===== config.mk =====
export PLATFORM = sky130hd
export DESIGN_NAME = uart_rx_tx_ring_buffers_top
export DESIGN_NICKNAME = d
export VERILOG_FILES = /design/src/hw/rtl/urb_pkg.sv /design/src/hw/rtl/urb_ram.sv /design/src/hw/rtl/urb_ctrl.sv /design/src/hw/rtl/uart_rx_tx_ring_buffers_top.sv
export SDC_FILE = /design/constraint.sdc
export NUM_CORES = 1
export LEC_CHECK = 0
export BUFFER_PORTS_ARGS = -buffer_cell sky130_fd_sc_hd__clkbuf_2
export CAP_MARGIN = 10
export CORE_MARGIN = 1.5
export CORE_UTILIZATION = 50
export DETAILED_ROUTE_END_ITERATION = 8
export HOLD_SLACK_MARGIN = 0.15
export PLACE_DENSITY = 0.66
export SYNTH_ARGS = -nofsm -noshare
export SYNTH_HDL_FRONTEND = slang
export SYNTH_SLANG_ARGS = --single-unit
export TNS_END_PERCENT = 30

===== constraint.sdc =====
create_clock -name clk -period 5.2 [get_ports clk]
set_input_delay 0.52 -clock clk [delete_from_list [all_inputs] [get_ports clk]]
set_output_delay 0.52 -clock clk [all_outputs]
set_load 0.02 [all_outputs]

===== src/hw/rtl/urb_pkg.sv =====
// shared types and constants for the uart ring buffer unit
package urb_pkg;

  localparam int RX_DEPTH = 64;
  localparam int TX_DEPTH = 64;
  localparam int RX_PTR_W = $clog2(RX_DEPTH);
  localparam int TX_PTR_W = $clog2(TX_DEPTH);
  localparam int BYTE_W   = 8;
  localparam int LEVEL_W  = 6;
  localparam int OP_W     = 2;
  localparam int IN_TDATA_W  = 16;
  localparam int OUT_TDATA_W = 40;

  typedef enum logic [OP_W-1:0] {
    OP_RX_BYTE  = 2'd0,
    OP_READ     = 2'd1,
    OP_WRITE    = 2'd2,
    OP_TX_READY = 2'd3
  } op_t;

  typedef struct packed {
    op_t               op;
    logic [BYTE_W-1:0] data;
    logic              frame_error;
    logic              overrun_error;
    logic              parity_error;
  } in_item_t;

  // result fields that do not come out of a ring memory
  typedef struct packed {
    logic               read_valid;
    logic               write_accepted;
    logic               rx_accepted;
    logic               tx_valid;
    logic               tx_irq_enable;
    logic               clear_tx_done;
    logic [LEVEL_W-1:0] rx_level;
    logic [LEVEL_W-1:0] tx_level;
  } res_t;

endpackage


===== src/hw/rtl/urb_ram.sv =====
// generic single-write single-read ram with registered read data
module urb_ram #(
  parameter int ADDR_W = 6,
  parameter int DATA_W = 8
) (
  input  logic              clk,
  input  logic              we,
  input  logic [ADDR_W-1:0] waddr,
  input  logic [DATA_W-1:0] wdata,
  input  logic              re,
  input  logic [ADDR_W-1:0] raddr,
  output logic [DATA_W-1:0] rdata
);

  localparam int DEPTH = 1 << ADDR_W;

  logic [DATA_W-1:0] mem [DEPTH];
  logic [DATA_W-1:0] rdata_r;

  always_ff @(posedge clk) begin
    if (we) begin
      mem[waddr] <= wdata;
    end
  end

  always_ff @(posedge clk) begin
    if (re) begin
      rdata_r <= mem[raddr];
    end
  end

  assign rdata = rdata_r;

endmodule


===== src/hw/rtl/urb_ctrl.sv =====
// ring pointers, interrupt enable, parity setting and per-beat decisions
module urb_ctrl (
  input  logic                           clk,
  input  logic                           rst_n,
  input  logic                           cfg_wr_en,
  input  logic                           cfg_wr_data,
  input  logic                           fire,
  input  urb_pkg::in_item_t              item,
  output logic                           rx_we,
  output logic [urb_pkg::RX_PTR_W-1:0]   rx_waddr,
  output logic                           rx_re,
  output logic [urb_pkg::RX_PTR_W-1:0]   rx_raddr,
  output logic                           tx_we,
  output logic [urb_pkg::TX_PTR_W-1:0]   tx_waddr,
  output logic                           tx_re,
  output logic [urb_pkg::TX_PTR_W-1:0]   tx_raddr,
  output urb_pkg::res_t                  res_nxt
);

  logic [urb_pkg::RX_PTR_W-1:0] rx_wr_r, rx_wr_nxt, rx_rd_r, rx_rd_nxt, rx_wr_inc;
  logic [urb_pkg::TX_PTR_W-1:0] tx_wr_r, tx_wr_nxt, tx_rd_r, tx_rd_nxt, tx_wr_inc;
  logic [urb_pkg::RX_PTR_W-1:0] rx_diff;
  logic [urb_pkg::TX_PTR_W-1:0] tx_diff;
  logic tx_irq_r, tx_irq_nxt;
  logic parity_r;
  logic rx_empty, rx_full, tx_empty, tx_full, drop;

  assign rx_wr_inc = rx_wr_r + urb_pkg::RX_PTR_W'(1);
  assign tx_wr_inc = tx_wr_r + urb_pkg::TX_PTR_W'(1);
  assign rx_empty  = (rx_wr_r == rx_rd_r);
  assign tx_empty  = (tx_wr_r == tx_rd_r);
  assign rx_full   = (rx_wr_inc == rx_rd_r);
  assign tx_full   = (tx_wr_inc == tx_rd_r);
  assign drop      = item.frame_error | item.overrun_error | (parity_r & item.parity_error);

  assign rx_waddr = rx_wr_r;
  assign rx_raddr = rx_rd_r;
  assign tx_waddr = tx_wr_r;
  assign tx_raddr = tx_rd_r;

  always_comb begin
    rx_we      = 1'b0;
    rx_re      = 1'b0;
    tx_we      = 1'b0;
    tx_re      = 1'b0;
    rx_wr_nxt  = rx_wr_r;
    rx_rd_nxt  = rx_rd_r;
    tx_wr_nxt  = tx_wr_r;
    tx_rd_nxt  = tx_rd_r;
    tx_irq_nxt = tx_irq_r;
    res_nxt    = '0;
    unique case (item.op)
      urb_pkg::OP_RX_BYTE: begin
        if (!drop && !rx_full) begin
          rx_we               = fire;
          rx_wr_nxt           = rx_wr_inc;
          res_nxt.rx_accepted = 1'b1;
        end
      end
      urb_pkg::OP_READ: begin
        if (!rx_empty) begin
          rx_re              = fire;
          rx_rd_nxt          = rx_rd_r + urb_pkg::RX_PTR_W'(1);
          res_nxt.read_valid = 1'b1;
        end
      end
      urb_pkg::OP_WRITE: begin
        if (!tx_full) begin
          tx_we                  = fire;
          tx_wr_nxt              = tx_wr_inc;
          tx_irq_nxt             = 1'b1;
          res_nxt.write_accepted = 1'b1;
          res_nxt.clear_tx_done  = tx_empty;
        end
      end
      urb_pkg::OP_TX_READY: begin
        if (tx_empty) begin
          tx_irq_nxt = 1'b0;
        end else begin
          tx_re            = fire;
          tx_rd_nxt        = tx_rd_r + urb_pkg::TX_PTR_W'(1);
          res_nxt.tx_valid = 1'b1;
        end
      end
      default: begin
      end
    endcase
    rx_diff               = rx_wr_nxt - rx_rd_nxt;
    tx_diff               = tx_wr_nxt - tx_rd_nxt;
    res_nxt.tx_irq_enable = tx_irq_nxt;
    res_nxt.rx_level      = urb_pkg::LEVEL_W'(rx_diff);
    res_nxt.tx_level      = urb_pkg::LEVEL_W'(tx_diff);
  end

  always_ff @(posedge clk) begin
    if (!rst_n) begin
      rx_wr_r  <= '0;
      rx_rd_r  <= '0;
      tx_wr_r  <= '0;
      tx_rd_r  <= '0;
      tx_irq_r <= 1'b0;
    end else if (fire) begin
      rx_wr_r  <= rx_wr_nxt;
      rx_rd_r  <= rx_rd_nxt;
      tx_wr_r  <= tx_wr_nxt;
      tx_rd_r  <= tx_rd_nxt;
      tx_irq_r <= tx_irq_nxt;
    end
  end

  always_ff @(posedge clk) begin
    if (!rst_n) begin
      parity_r <= 1'b0;
    end else if (cfg_wr_en) begin
      parity_r <= cfg_wr_data;
    end
  end

  // a push must never land on the slot still waiting to be read
  a_rx_no_overwrite: assert property (@(posedge clk) disable iff (!rst_n)
    rx_we |-> (rx_wr_inc != rx_rd_r))
    else $error("rx ring overwrite");

  a_tx_no_overwrite: assert property (@(posedge clk) disable iff (!rst_n)
    tx_we |-> (tx_wr_inc != tx_rd_r))
    else $error("tx ring overwrite");

  a_irq_set: assert property (@(posedge clk) disable iff (!rst_n)
    fire && tx_we |=> tx_irq_r)
    else $error("tx irq enable not set after push");

  a_irq_clear: assert property (@(posedge clk) disable iff (!rst_n)
    fire && (item.op == urb_pkg::OP_TX_READY) && tx_empty |=> !tx_irq_r)
    else $error("tx irq enable not cleared on empty ring");

endmodule


===== src/hw/rtl/uart_rx_tx_ring_buffers_top.sv =====
// top level of the uart ring buffer unit: stream ports, rings and result register
// One event is taken per beat on the in_ side; every event gives exactly one result
// beat on the out_ side in the cycle after, out of a single result register, so the
// unit sustains one event per clock while out_tready stays high. in_tready stays
// high while the result register is empty or being drained in the same cycle. The
// receive and transmit rings each live in a one-write one-read ram with registered
// read data; each holds at most depth-1 bytes, and a full or empty ring is reported
// through the accept and valid flags rather than by stalling. Levels are the byte
// counts after the event, modulo 64. The parity check setting is written through
// cfg_wr_en and cfg_wr_data and should be changed only while no beat is in flight.
module uart_rx_tx_ring_buffers_top (
  input  logic                                clk,
  input  logic                                rst_n,
  input  logic                                cfg_wr_en,
  input  logic                                cfg_wr_data,
  input  logic                                in_tvalid,
  output logic                                in_tready,
  // data[7:0], frame_error[8], overrun_error[9], parity_error[10], zero[15:11]
  input  logic [urb_pkg::IN_TDATA_W-1:0]      in_tdata,
  // op[1:0]
  input  logic [urb_pkg::OP_W-1:0]            in_tuser,
  output logic                                out_tvalid,
  input  logic                                out_tready,
  // read_data[7:0], read_valid[8], write_accepted[9], rx_accepted[10],
  // tx_byte[18:11], tx_valid[19], tx_irq_enable[20], clear_tx_done[21],
  // rx_level[27:22], tx_level[33:28], zero[39:34]
  output logic [urb_pkg::OUT_TDATA_W-1:0]     out_tdata
);

  urb_pkg::in_item_t item;
  urb_pkg::res_t     res_nxt;
  urb_pkg::res_t     res_r;
  logic              fire;
  logic              out_valid_r;

  logic                          rx_we, rx_re, tx_we, tx_re;
  logic [urb_pkg::RX_PTR_W-1:0]  rx_waddr, rx_raddr;
  logic [urb_pkg::TX_PTR_W-1:0]  tx_waddr, tx_raddr;
  logic [urb_pkg::BYTE_W-1:0]    rx_rdata, tx_rdata;
  logic [urb_pkg::BYTE_W-1:0]    read_data, tx_byte;

  assign item.op            = urb_pkg::op_t'(in_tuser);
  assign item.data          = in_tdata[7:0];
  assign item.frame_error   = in_tdata[8];
  assign item.overrun_error = in_tdata[9];
  assign item.parity_error  = in_tdata[10];

  assign in_tready = !out_valid_r || out_tready;
  assign fire      = in_tvalid && in_tready;

  urb_ctrl u_ctrl (
    .clk         (clk),
    .rst_n       (rst_n),
    .cfg_wr_en   (cfg_wr_en),
    .cfg_wr_data (cfg_wr_data),
    .fire        (fire),
    .item        (item),
    .rx_we       (rx_we),
    .rx_waddr    (rx_waddr),
    .rx_re       (rx_re),
    .rx_raddr    (rx_raddr),
    .tx_we       (tx_we),
    .tx_waddr    (tx_waddr),
    .tx_re       (tx_re),
    .tx_raddr    (tx_raddr),
    .res_nxt     (res_nxt)
  );

  urb_ram #(
    .ADDR_W (urb_pkg::RX_PTR_W),
    .DATA_W (urb_pkg::BYTE_W)
  ) u_rx_ram (
    .clk   (clk),
    .we    (rx_we),
    .waddr (rx_waddr),
    .wdata (item.data),
    .re    (rx_re),
    .raddr (rx_raddr),
    .rdata (rx_rdata)
  );

  urb_ram #(
    .ADDR_W (urb_pkg::TX_PTR_W),
    .DATA_W (urb_pkg::BYTE_W)
  ) u_tx_ram (
    .clk   (clk),
    .we    (tx_we),
    .waddr (tx_waddr),
    .wdata (item.data),
    .re    (tx_re),
    .raddr (tx_raddr),
    .rdata (tx_rdata)
  );

  always_ff @(posedge clk) begin
    if (!rst_n) begin
      out_valid_r <= 1'b0;
    end else if (in_tready) begin
      out_valid_r <= in_tvalid;
    end
  end

  always_ff @(posedge clk) begin
    if (fire) begin
      res_r <= res_nxt;
    end
  end

  // ram read data only refreshes on a pop, so mask it with the valid flags
  assign read_data = res_r.read_valid ? rx_rdata : '0;
  assign tx_byte   = res_r.tx_valid ? tx_rdata : '0;

  assign out_tvalid = out_valid_r;
  assign out_tdata  = {6'd0, res_r.tx_level, res_r.rx_level, res_r.clear_tx_done,
                       res_r.tx_irq_enable, res_r.tx_valid, tx_byte,
                       res_r.rx_accepted, res_r.write_accepted, res_r.read_valid,
                       read_data};

  a_result_follows: assert property (@(posedge clk) disable iff (!rst_n)
    fire |=> out_valid_r)
    else $error("accepted beat gave no result");

  a_stall_blocks: assert property (@(posedge clk) disable iff (!rst_n)
    out_valid_r && !out_tready |-> !in_tready)
    else $error("input taken while result register is blocked");

  a_one_op: assert property (@(posedge clk) disable iff (!rst_n)
    out_valid_r |-> $onehot0({res_r.read_valid, res_r.write_accepted,
                              res_r.rx_accepted, res_r.tx_valid}))
    else $error("result flags from more than one event");

endmodule


# ---- Word level (Yosys, flattened, before mapping)
# Memory sizes are Yosys's and may differ from the RTL's. A register that Yosys moved wholly into a read port is not among the register bits.
# Cells that the tools add are included.
dict set report word_totals {
  register_bits 45
  ramBits 1024
  inputBits 24
  output_inout_bits 42
  elab_cells 71
  n_memories 2
}
dict set report op_classes {
  add_sub_neg 6
  n_eq_ne 7
  muxes 29
  n_bitwise 4
  reduce_logical 8
}
# name depth width read_ports rd_ports_with_merged_regs write_ports line
set memory_table {}
lappend memory_table {u_rx_ram.mem 64 8 1 1 1 urb_ram.sv:17} ;# logic [DATA_W-1:0] mem [DEPTH];
lappend memory_table {u_tx_ram.mem 64 8 1 1 1 urb_ram.sv:17}
# operator n
set ops {}
lappend ops {{6-bit 2-to-1 mux} 8}
lappend ops {{6-bit by 1-bit adder with 6-bit output, second input constant} 4}
lappend ops {{6-bit equality test} 4}
lappend ops {{1-bit 2-to-1 mux} 18}
lappend ops {{8-bit 2-to-1 mux} 2}
lappend ops {{6-bit subtractor} 2}
lappend ops {{2-bit equality test, second input constant} 2}
lappend ops {{1-bit zero test} 3}
lappend ops {{2-bit by 1-bit equality test with 1-bit output, second input constant} 1}
lappend ops {{1-bit logical AND} 2}
lappend ops {{2-bit zero test} 1}
lappend ops {{1-bit OR} 2}
lappend ops {{1-bit one-hot mux with 2 select lines} 1}
lappend ops {{2-bit OR reduction} 1}
lappend ops {{1-bit AND} 1}
lappend ops {{1-bit logical OR} 1}
lappend ops {{1-bit inverter} 1}

# ---- Depth between registers and ports, before layout
dict set report logic_depth {
  depth_word 8
  mapped_depth 15
  ltp_nobuf 14
}

# ---- Cells and area by module
# Synthesis repeated with hierarchy kept, for this count alone.
dict set report hier_totals {
  cells_unflattened 2209
  area_unflattened_um2 43635.6
}
# module n_inst cells_per_inst area_each_um2 seq_area_each_um2
set modules_own_cells {}
lappend modules_own_cells {urb_ram 2 940 20246.9 15615.0}
lappend modules_own_cells {urb_ctrl 1 283 2394.8 520.5}
lappend modules_own_cells {uart_rx_tx_ring_buffers_top 1 46 747.0 560.5}

# ---- Least setup slack after synthesis
# No wires, ideal clock.
dict set report synth_path {
  kind {register to register}
  startpoint {reg u_ctrl.tx_wr_r, in the netlist u_ctrl.tx_waddr[0]}
  endpoint {reg res_r, in the netlist out_tdata[33] (data pin)}
  setup_time_ns 0.258
  arrival_time_ns 3.423
  slack_ns 1.519
  stages_incl_launch_ff 15
  path_buffers 1
  synth_period_minus_slack_ns 3.681
  cell_sequence {dfxtp_1 ha_1 xnor2_1 and3_1 a311oi_4 clkbuf_1 mux2_2 ha_1 nor2b_1 o21ai_0 a21boi_0 or4_1 nand3_1 xor2_1 xnor2_1}
}
# item line
set synth_lines {}
lappend synth_lines {{start: declaration} urb_ctrl.sv:21} ;# logic [urb_pkg::TX_PTR_W-1:0] tx_wr_r, tx_wr_nxt, tx_rd_r, tx_rd_nxt, tx_wr_inc;
lappend synth_lines {{start signal: assignment} urb_ctrl.sv:105} ;# tx_wr_r <= tx_wr_nxt;
lappend synth_lines {{end signal: assignment} uart_rx_tx_ring_buffers_top.sv:105} ;# res_r <= res_nxt;
lappend synth_lines {{end: declaration} uart_rx_tx_ring_buffers_top.sv:32} ;# urb_pkg::res_t res_r;

# ---- Worst setup path after layout
dict set report layout_path {
  startpoint {reg u_ctrl.tx_wr_r, in the netlist u_ctrl.tx_waddr[0]}
  endpoint {mem u_tx_ram.mem[57][1], enable pin}
}
dict set report layout_between {
  elab_chain_cells 6
}
# item line
set layout_lines {}
lappend layout_lines {{6-bit by 1-bit adder with 6-bit output} urb_ctrl.sv:29} ;# assign tx_wr_inc = tx_wr_r + urb_pkg::TX_PTR_W'(1);
lappend layout_lines {{6-bit equality test} urb_ctrl.sv:33} ;# assign tx_full = (tx_wr_inc == tx_rd_r);
lappend layout_lines {{1-bit 2-to-1 mux} urb_ctrl.sv:68} ;# if (!tx_full) begin
lappend layout_lines {{1-bit 2-to-1 mux} urb_ctrl.sv:52} ;# unique case (item.op)
lappend layout_lines {{1-bit 2-to-1 mux} urb_ram.sv:21} ;# if (we) begin
lappend layout_lines {{1-bit 2-to-1 mux (not written as such)} urb_ram.sv:22} ;# mem[waddr] <= wdata;
lappend layout_lines {{end: declaration} urb_ram.sv:17}
# Parallel ways exist; a longest one is shown, timed or not.

==> results.toml <==
[timing]
rsz0062_at_grt = "no"
hold_violations = 0
fin_crit_ns = 4.25
worst_clock_skew_ns = 0.0111
clock.fmax_mhz = 235
drv_slew = 0
worst_pin_slew_ns = 1.05
setup-violations-final = 0
worst_slack_ns = 0.946
final.setup.tns_ns = 0
relSlewSlack_pct = 30.2
period_share_pct = 81.8

[route]
wl_per_cell_um = 26.9
drt-pass1-iter-count = 5
drc = 0
wl_met2_um = 43100
drtIter0Drc = 2118
routed_wl_um = 90200
wl_met3_um = 7050
top_layer_used = "met4"
postRouteAntennaNets = 0
routed-via-count = 20100
m1WireLength_um = 38000
routed_via_density = 5.99

[clock_tree]
worstSkewPairLatency_ns = 0.65
cts_made_buffers = 103
cts_setup_buffers = 0
cts.sinks = 1085
path_clk_slew_ns = 0.06
cts_tree = "built"
cts_root_buffer = "clkbuf_16"
postCtsHoldBufs = 3
cts_resized = 0
clockBufferDepth = 3
htreeDepth = 3

[logic_synthesis]
synth_ff_type = "edfxtp_1"
synthTopCellsByArea = "edfxtp_1 74%, mux4_2 16%, dfxtp_1 1.3%, nor2_1 1.2%, mux2i_1 0.88%"
async_flop_share_pct = 0
synth_most_common_cell = "edfxtp_1"
synth_area_leader_cell = "edfxtp_1"
yosysSeqAreaShare_pct = 75.0
synth-seq-cells = 1085
synthesis.area_mm2 = 0.0431
synthCells = 2025
synth_edf_count = 1058
synth_common_cells = "1058 x edfxtp_1, 312 x mux4_2, 137 x nor2_1, 57 x clkbuf_1, 41 x buf_2"
avgSynthCellArea_um2 = 21.3
synth_top_area_share_pct = 73.7
synth_cell_types = 61
ys_warn_count = 0

[placed_design]
portBuffers = 54
globalplace.congestion = 0.799
post-place-ws_ns = 1.02
hpwl_um = 53700
postPlaceCellArea_mm2 = 0.0448

[setup_path]
worstSetupEndpointType = "flop"
critPathMaxFanout = 15
worstSetupPathType = "reg2reg"
worstPathArrival_ns = 4.53
worstPathRequired_ns = 5.47
startpoint_type = "flop"

[grt]
antenna_found_initial = 5
grt_pass1_vias = 20000
overflow = 0
grt_pass1_wl_um = 132000
groute.usage.overall_pct = 20.9
grt_max_degree = 135

[flow_run]
maxCapViolations = 0

[floorplan]
io_pins = 66
core_area_mm2 = 0.0853
row_count = 107
start_util_pct = 50.5
die_w_um = 297
die_area_mm2 = 0.0880
die_h_um = 297

[pwr]
intPower_w = 0.0137
p_switching_w = 0.00334
peakVddDrop_mv = 0.212
p_sw_share_pct = 19.6
p_comb_share_pct = 1.7
clkPwrFrac_pct = 41.8
seq_power_share_pct = 56.4
p_leak_nw = 14.4
power_density_mw_per_mm2 = 355

[layout]
fillCellCount = 6214
finish.net_count = 2170
design_area_mm2 = 0.0480
area_growth_pct = 11.4
final_layout_size_suffix_gt1_share_pct = 27.2
diodes = 0

[worst_hold_path]
min_path_type = "in2reg"

[outcome]
status = "complete, no violations"
==> sequential cells by signal, summed over array words and instances, names as in the netlist <==
name / cells
u_rx_ram.mem: 512
u_tx_ram.mem: 512
out_tdata: 18
u_rx_ram.rdata: 8
u_tx_ram.rdata: 8
u_ctrl.rx_raddr: 6
u_ctrl.rx_waddr: 6
u_ctrl.tx_raddr: 6
u_ctrl.tx_waddr: 6
out_tvalid: 1
u_ctrl.parity_r: 1
u_ctrl.tx_irq_r: 1
==> placed cells by master, fill, tap and decap left out, drive strengths merged, types with 3 or more instances in the layout <==
cell and count:
mux4 312, nand3 19, edfxtp 1058, clkinvlp 6, o22ai 8, ha 13, nor2b 6, or4b 4
and3 4, o21a 3, nand4 7, nand2b 6, dlygate4sd3 3, xor2 24, xnor2 36, or4 6
clkbuf 168, a21boi 7, o221ai 17, a21oi 14, nor3 8, inv 17, o21ai 8, buf 67
mux2i 38, nand2 40, nand3b 8, nor2 145, clkinv 50, and2 34, or3 7, bufinv 6
dfxtp 27, o211ai 4, conb 6, nand4b 3
==> critical path, stage by stage (launching register included) <==
cell and delay (ns):
dfxtp_1 0.59, ha_1 0.31, nand2b_1 0.16, o211a_1 0.16
o32ai_1 0.13, a311oi_4 0.62, nand2_2 0.21, or4b_1 0.91
nor2_1 0.79
==> area by class of cell <==
cell class | count | area (um2) | area share [%]
sequential | 1085 | 32300 | 67.3
multi-input combinational | 809 | 10200 | 21.3
clock buffer | 122 | 2710 | 5.65
tap | 1144 | 1430 | 2.98
timing repair buffer | 116 | 801 | 1.67
clock inverter | 63 | 493 | 1.03
inverter | 16 | 60.1 | 0.125
==> power groups by stage <==
stage / clock network, W / logic (W) / registers (W)
5_1_grt: 0.00757 / 0.000318 / 0.00961
4_1_cts: 0.00725 / 0.000298 / 0.00961
6_report: 0.00713 / 0.000293 / 0.00961
3_3_place_gp: 0 / 0.000282 / 0.00980
2_1_floorplan: 0 / 0.0000973 / 0.00981
3_5_place_dp: 0 / 0.000296 / 0.00980
==> through the flow <==
step	cells	hold WS, ns	utilization [%]	total power (W)
CTS	3355	0.187	56.3	0.0172
finish	3355	0.213	56.3	0.0170
floorplan	2030	0.482	-	0.00991
global route	3355	0.247	56.3	0.0175
detailed placement	3167	0.515	52.5	0.0101
global placement	3167	0.503	52.5	0.0101
==> worst paths after layout <==
path	from	to	slack [ns]	cells past startpoint
max reg2reg	u_ctrl.tx_waddr[0]	u_tx_ram.mem[57][1]	0.95	8
max	u_ctrl.tx_waddr[0]	u_tx_ram.mem[57][1]	0.95	8
min	out_tready	out_tvalid	0.21	3
min reg2reg	out_tvalid	out_tvalid	0.55	2
==> logic make-up after synthesis <==
kind of cell / Yosys count / share of synthesized area [%]
other: 1 / 0.00870
buffers and inverters: 136 / 1.41
DFF: 1085 / 75.0
and+or+nand+nor: 304 / 3.43
muxes: 352 / 17.2
adders and majority gates: 15 / 0.470
xor gates and xnor gates: 60 / 1.25
AOI/OAI and AO/OA: 72 / 1.24
==> metal layers <==
| metal | GRT usage (%) | vias up |
|---|---|---|
| met3 | 4.29 | 123 |
| met5 | 0 | - |
| li1 | - | 8575 |
| met4 | 6.16 | 0 |
| met1 | 30.5 | 10600 |
| met2 | 32.2 | 763 |
(Power assumes the default switching activity.)
